## src/hdl/lpra_pkg.sv

```systemverilog
`timescale 1ns / 1ps
// ----------------------------------------------------------------------------
// lpra_pkg
// Types and constants shared by the lidar point to image box association block.
// ----------------------------------------------------------------------------
package lpra_pkg;

  localparam int unsigned CfgW = 64;
  localparam int unsigned CfgIdxW = 3;
  localparam int unsigned MaxBoxes = 64;

  localparam logic [CfgIdxW-1:0] RegRow0Lo = 3'd0;
  localparam logic [CfgIdxW-1:0] RegRow0Hi = 3'd1;
  localparam logic [CfgIdxW-1:0] RegRow1Lo = 3'd2;
  localparam logic [CfgIdxW-1:0] RegRow1Hi = 3'd3;
  localparam logic [CfgIdxW-1:0] RegRow2Lo = 3'd4;
  localparam logic [CfgIdxW-1:0] RegRow2Hi = 3'd5;
  localparam logic [CfgIdxW-1:0] RegShrink = 3'd6;
  localparam logic [CfgIdxW-1:0] RegActive = 3'd7;

  localparam logic FuncLoad = 1'b0;
  localparam logic FuncPoint = 1'b1;

  localparam logic [1:0] StNone = 2'd0;
  localparam logic [1:0] StOne = 2'd1;
  localparam logic [1:0] StMany = 2'd2;
  localparam logic [1:0] StBehind = 2'd3;

  // Stored box: left and top of 13 bits, width and height of 12 bits.
  typedef struct packed {
    logic [12:0] left;
    logic [12:0] top;
    logic [11:0] width;
    logic [11:0] height;
  } box_t;

  typedef struct packed {
    logic        func;
    logic [5:0]  box_slot;
    logic [11:0] box_left;
    logic [11:0] box_top;
    logic [11:0] box_width;
    logic [11:0] box_height;
    logic signed [15:0] point_x;
    logic signed [15:0] point_y;
    logic signed [15:0] point_z;
  } in_item_t;

  typedef struct packed {
    logic [1:0]  status;
    logic [5:0]  box_index;
    logic [6:0]  enclosing_count;
    logic signed [15:0] pixel_u;
    logic signed [15:0] pixel_v;
  } out_item_t;

  typedef enum logic [3:0] {
    S_IDLE, S_LOAD_MUL, S_LOAD_WR, S_PROJ, S_DIV_START, S_DIV, S_SCAN, S_SCAN_LAST,
    S_OUT
  } state_e;

endpackage

```

## src/hdl/lpra_div.sv

```systemverilog
`timescale 1ns / 1ps
// ----------------------------------------------------------------------------
// lpra_div
// Radix-2 restoring divider for signed dividends and positive divisors,
// truncating toward zero, one quotient bit per cycle.
// ----------------------------------------------------------------------------
module lpra_div import lpra_pkg::*; (
  input  logic               clk_i,
  input  logic               rst_ni,
  input  logic               start_i,
  input  logic signed [63:0] num_i,
  input  logic [63:0]        den_i,
  output logic               done_o,
  output logic signed [63:0] quo_o
);

  logic [63:0] rem_q, rem_d, quo_q, quo_d, den_q, den_d;
  logic        neg_q, neg_d;
  logic [6:0]  cnt_q, cnt_d;
  logic        busy_q, busy_d;
  logic [64:0] trial;
  logic [63:0] quo_step;

  always_comb begin
    rem_d = rem_q;
    quo_d = quo_q;
    den_d = den_q;
    neg_d = neg_q;
    cnt_d = cnt_q;
    busy_d = busy_q;
    trial = {rem_q, quo_q[63]} - {1'b0, den_q};
    if (start_i) begin
      neg_d = num_i[63];
      quo_d = num_i[63] ? 64'(-num_i) : 64'(num_i);
      rem_d = '0;
      den_d = den_i;
      cnt_d = 7'd64;
      busy_d = 1'b1;
    end else if (busy_q) begin
      if (!trial[64]) begin
        rem_d = trial[63:0];
      end else begin
        rem_d = {rem_q[62:0], quo_q[63]};
      end
      quo_d = quo_step;
      cnt_d = cnt_q - 7'd1;
      if (cnt_q == 7'd1) begin
        busy_d = 1'b0;
      end
    end
  end

  assign quo_step = {quo_q[62:0], ~trial[64]};

  always_ff @(posedge clk_i or negedge rst_ni) begin
    if (!rst_ni) begin
      busy_q <= 1'b0;
      cnt_q <= '0;
    end else begin
      busy_q <= busy_d;
      cnt_q <= cnt_d;
    end
  end

  always_ff @(posedge clk_i) begin
    rem_q <= rem_d;
    quo_q <= quo_d;
    den_q <= den_d;
    neg_q <= neg_d;
  end

  assign done_o = busy_q && (cnt_q == 7'd1);
  assign quo_o = neg_q ? -$signed(quo_step) : $signed(quo_step);

endmodule

```

## config.mk

```make
export PLATFORM = sky130hd
export DESIGN_NAME = lpra_div
export DESIGN_NICKNAME = d
export VERILOG_FILES = /design/src/hdl/lpra_pkg.sv /design/src/hdl/lpra_div.sv
export SDC_FILE = /design/constraint.sdc
export NUM_CORES = 1
export LEC_CHECK = 0
export ABC_CLOCK_PERIOD_IN_PS = 6100
export BUFFER_PORTS_ARGS = -buffer_cell sky130_fd_sc_hd__buf_2
export CORE_ASPECT_RATIO = 1.25
export CORE_MARGIN = 2
export CORE_UTILIZATION = 46
export CTS_CLUSTER_DIAMETER = 120
export CTS_CLUSTER_SIZE = 10
export DETAILED_ROUTE_END_ITERATION = 8
export PLACE_DENSITY = 0.76
export SLEW_MARGIN = 30
export SYNTH_ARGS = -nofsm -noshare
export SYNTH_HDL_FRONTEND = slang
export SYNTH_SLANG_ARGS = --single-unit
```

## constraint.sdc

```tcl
create_clock -name clk_i -period 6.1 [get_ports clk_i]
set_clock_uncertainty 0.05 [all_clocks]
set_input_delay 0.915 -clock clk_i [delete_from_list [all_inputs] [get_ports clk_i]]
set_output_delay 0.915 -clock clk_i [all_outputs]
set_load 0.05 [all_outputs]
```

# Word-level counts from Yosys, hierarchy flattened
# Cells that the tools add are included.
# W data, S select, Z words.
# totals
register_bits	201
input_bits	131
# classes
n_addsub	4
eq_ne	1
muxes	10
bitwise	1
reduce_logical	2
# op_table
operator	n
$mux W64	5
$neg A64 Y64	2
$sub A65 B64 Y65	1
$mux W7	2
$eq A7 B1 Y1 const B	1
$sub A7 B1 Y7 const B	1
$mux W1	3
$reduce_bool A2 Y1	1
$logic_and A1 B1 Y1	1
$not A1 Y1	1

# Longest topological paths before layout
# depth
depth_word	4
mapped_depth	22

# Least setup slack after synthesis
# OpenSTA, ideal clock, no wires.
# synth_path
kind	reg-to-output
start	reg den_q[13]
end	out quo_o[58]
arrival_ps	5012
slack_ps	123
path_stages_with_launch	23
path_buffers	2
cell_sequence	edfxtp_1 > inv_1 > ha_1 > clkbuf_1 > a21o_1 > a311o_1 > nor3_1 > a21o_1 > nand2_1 > a21oi_1 > nor4_1 > a21oi_1 > xnor2_1 > inv_1 > buf_2 > ha_1 > nand2b_1 > nor2_1 > nand4_1 > or3_1 > nand2b_1 > o31ai_1 > xnor2_1
# synth_between
elab_chain_len	4
# synth_lines
item	line_no	rtl
start: declaration	lpra_div.sv:17	logic [63:0] rem_q, rem_d, quo_q, quo_d, den_q, den_d;
start signal: assignment	lpra_div.sv:68	den_q <= den_d;
$sub A65 B64 Y65	lpra_div.sv:31	trial = {rem_q, quo_q[63]} - {1'b0, den_q};
$not A1 Y1	lpra_div.sv:53	assign quo_step = {quo_q[62:0], ~trial[64]};
$neg A64 Y64	lpra_div.sv:73	assign quo_o = neg_q ? -$signed(quo_step) : $signed(quo_step);
$mux W64	lpra_div.sv:73	
end: declaration	lpra_div.sv:14	output logic signed [63:0] quo_o
# Every way passes these cells.

# Worst setup path after layout
# layout_path
start	reg quo_q[63]
end	out quo_o[52]
# layout_between
elab_chain_len	4
# layout_lines
item	line_no	rtl
start: declaration	lpra_div.sv:17	
start signal: assignment	lpra_div.sv:67	quo_q <= quo_d;
$sub A65 B64 Y65	lpra_div.sv:31	
$not A1 Y1	lpra_div.sv:53	
$neg A64 Y64	lpra_div.sv:73	
$mux W64	lpra_div.sv:73	
# Every way passes these cells.

==> summary by stage <==
Setup path
Along the worst path, the maximum fanout reaches 5. The worst setup path is launched from a flop. The worst setup path is of the reg2out kind.

For the worst setup path, the data arrival time is 4.93 ns. The required time of the critical path is 5.13 ns. The capturing element type of the critical path is an output pin.

Synthesis
The number of enable flip-flop cells after synthesis is 129. The synthesized netlist devotes slightly above 6% of its cell area to adder and majority cells. The main combinational cell family by area after synthesis is compound AO/OA/AOI/OAI gates. The synthesized-area fraction occupied by xor and xnor cells is 11.5%. After Yosys synthesis, and, or, nand and nor cells account for 17.0% of the synthesized area. The count of warnings emitted by yosys is 0. The net count after synthesis is 1855. The fraction of synthesized area in multiplexers is 1.52%. Of the synthesized area, sequential elements account for 37.5%.

The compound-cell area share of the yosys netlist is 21.6%. In this run the mean area of a mapped cell was 8.63 um^2. After synthesis the cells add up to approximately 14000 um^2.

The fraction of registers with async set/reset is 3.98%. The most used flip-flop cell after synthesis is sky130_fd_sc_hd__edfxtp_1. The number of distinct standard cells referenced by the synthesized netlist is 66. The synthesized instance count is ~1700.

The number of synthesized register bits is 201.

Power and ir drop
The leakage component of the power is approximately 0.0068 uW. Power spread over the standard cell area amounts to 406 nW/um^2. IR analysis of the VDD net gives a maximum drop of 0.000243 V. The design draws 6710 uW.

Layout
The filler cells instantiated in the layout total 2922. In the final layout, the share of cells above drive strength 1 is 16.2%. Cells fill 53.6% of the core in the end. The top cell types in the final layout, fill and taps aside, are 191 x sky130_fd_sc_hd__nand2_1, 181 x sky130_fd_sc_hd__buf_2, 157 x sky130_fd_sc_hd__nor2_1. The library cell used most frequently in the layout, excluding fill and tap cells, is sky130_fd_sc_hd__nand2_1. From synthesis to final layout, the design area changed by 15.7%. The final layout contains 2010 nets. The final design instance area without fill is 16500 um^2.

Clock network
Counting the buffers created by CTS gives 24. After clock tree synthesis, the clock-pin slew on the worst setup and hold paths is 0.06 ns. TritonCTS built the clock tree. The clock sink count is between 200 and 250. The maximum root-to-sink buffer count is 3.

The CTS H-tree depth is 1. After clock tree synthesis, the flow added hold-fix buffers numbering 0. The worst-skew pair later-pin latency is between 0.5 and 0.6 ns. The tree is rooted in a sky130_fd_sc_hd__clkbuf_16.

Detailed routing
For this run, the detailed router's first-pass iteration total came to 5. After the first detailed-routing iteration, the DRC count stood at 765. The average routed wire per standard cell is between 15 and 20 um. The count of nets left with antenna violations once routing finished came out at 0. The via count of the routed design is 12900. The total wire length after detailed routing is around 38000 um.

Dividing the detail-routed via count by the number of cells gives 5.73. The number of design rule violations left after detail routing is 0.

STA
The relative max-transition margin is 29.9%. At the pin with the least slew margin, the transition time is 1.04 ns. The number of endpoints with negative hold slack in the final report came to 0. The fmax is 170 MHz. The total count of max-transition violations in the final report was 0. The post-layout minimum cycle time is between 5 and 6 ns. In the finished design, the share of the clock period the worst path needs comes to 96.6%. The setup violation total in the final timing report is 0.

Die
The y dimension of the die is 201 um. The core region is 30800 um^2. The initial cell density of the core is 46.4%. The die is 162 um wide. The number of I/O pins is 196. The floorplan step defined a die boundary enclosing 32500 um^2. The initialized floorplan defines 72 standard-cell rows.

Run
The max-capacitance violation count is 0.

Placed design
The final estimated routing congestion in global placement is 0.942. Buffers placed on the I/O ports in this run total 195. Detailed placement ended at an HPWL of 27500 um. The standard cell area after detailed placement is 15600 um^2.

Global routing
The number of global-route vias before repair was 12400. Entering global routing, the biggest net connects 109 pins. The first-pass GRT wire length is 61600 um. The initial antenna violation count is 11.

The total global routing overflow is 0. The global-route total usage across every layer is about 23%.

Run status
The run finished with clean final reports.

Min path
The worst min-delay path class is in2async.
routing by layer:
layer	share of wire (%)	track usage (%)	wire, um	up-vias
met2	49	39.9	18700	413
met5	0.13	0	49	-
met3	6.7	4.75	2570	93
met1	41	27.6	15600	6029
met4	3.6	8.31	1370	8
li1	-	-	-	6314
cells by family after synthesis:
logic type / after synthesis
flops: 201
compound gates: 469
mux: 21
xor+xnor: 188
fa+ha+maj: 69
buf+inv: 177
simple gates: 530
synth_stat cells, types with 48 or more instances:
cell type                  instances  area (um^2)
sky130_fd_sc_hd__nor2_1          159          597
sky130_fd_sc_hd__o21ai_0          88          440
sky130_fd_sc_hd__a21oi_1         139          696
sky130_fd_sc_hd__inv_1            90          338
sky130_fd_sc_hd__xnor2_1         100          876
sky130_fd_sc_hd__ha_1             68          851
sky130_fd_sc_hd__nand2_1         192          721
sky130_fd_sc_hd__xor2_1           88          771
sky130_fd_sc_hd__edfxtp_1        129         3870
sky130_fd_sc_hd__dfxtp_1          64         1280
sky130_fd_sc_hd__clkbuf_1         74          278
sky130_fd_sc_hd__o31ai_1          48          360
report_power, final:
part	internal (uW)	total [uW]	switching, uW
sequential	1780	2050	277
combinational	1220	3360	2140
clock	740	1300	560
total	3730	6710	2980
area by class of cell:
cell class | count | area (um^2) | area share [%]
multi-input cells | 1277 | 8420 | 51.0
flip-flops and latches | 201 | 5360 | 32.4
repair buffers | 216 | 1190 | 7.18
clock buffers | 42 | 668 | 4.04
well taps | 407 | 509 | 3.08
inverters | 90 | 338 | 2.04
clock inverters | 2 | 25.0 | 0.151
diodes | 7 | 17.5 | 0.106
through the flow:
stage               hold slack, ns  worst slack, ns  TNS, ns  std cells
floorplan                    0.398            0.123        0       1655
global placement             0.423            0.255        0       2185
detailed placement           0.419           0.0674        0       2185
CTS                          0.138          -0.0322  -0.0765       2233
global route                 0.154          -0.0461   -0.125       2240
finish                       0.157            0.206        0       2242
repair_timing:
item	4_1_cts	5_1_grt
setup endpoints to repair	17	25
resized for setup	23	21
setup buffers	4	1
pin swaps	7	5
endpoints found under the hold margin	0	0
critical path: stages (launching register included):
cell and delay (ns):
sky130_fd_sc_hd__edfxtp_1 0.35, sky130_fd_sc_hd__inv_1 0.05, sky130_fd_sc_hd__ha_1 0.22, sky130_fd_sc_hd__fa_2 0.35, sky130_fd_sc_hd__nand2b_4 0.17, sky130_fd_sc_hd__a211oi_4 0.24, sky130_fd_sc_hd__o21ai_2 0.09, sky130_fd_sc_hd__a21o_1 0.22
sky130_fd_sc_hd__nand2_2 0.09, sky130_fd_sc_hd__a21oi_2 0.06, sky130_fd_sc_hd__nor4_2 0.27, sky130_fd_sc_hd__a21oi_2 0.14, sky130_fd_sc_hd__xnor2_2 0.15, sky130_fd_sc_hd__inv_1 0.08, sky130_fd_sc_hd__ha_2 0.20, sky130_fd_sc_hd__nand2b_4 0.07
sky130_fd_sc_hd__nor2_2 0.10, sky130_fd_sc_hd__nand4_1 0.23, sky130_fd_sc_hd__or3_4 0.48, sky130_fd_sc_hd__buf_4 0.17, sky130_fd_sc_hd__o31ai_4 0.23, sky130_fd_sc_hd__xnor2_1 0.17, sky130_fd_sc_hd__buf_4 0.24
sequential cells by signal (all words and copies together) (netlist names):
signal	count
quo_q	64
busy_q	1
neg_q	1
cnt_q	7
den_q	64
rem_q	64
path summary, 6_finish.rpt:
path / from / to / slack (ns) / cells after the start
max in group asynchronous: rst_ni / busy_q / 5.66 / 1
min in group clk_i: rem_q[59] / rem_q[59] / 0.43 / 2
min reg2reg: rem_q[59] / rem_q[59] / 0.43 / 2
max: quo_q[63] / quo_o[52] / 0.21 / 22
max reg2reg: den_q[9] / rem_q[59] / 1.68 / 13
min: rst_ni / cnt_q[1] / 0.16 / 1
(Power assumes the default switching activity.)
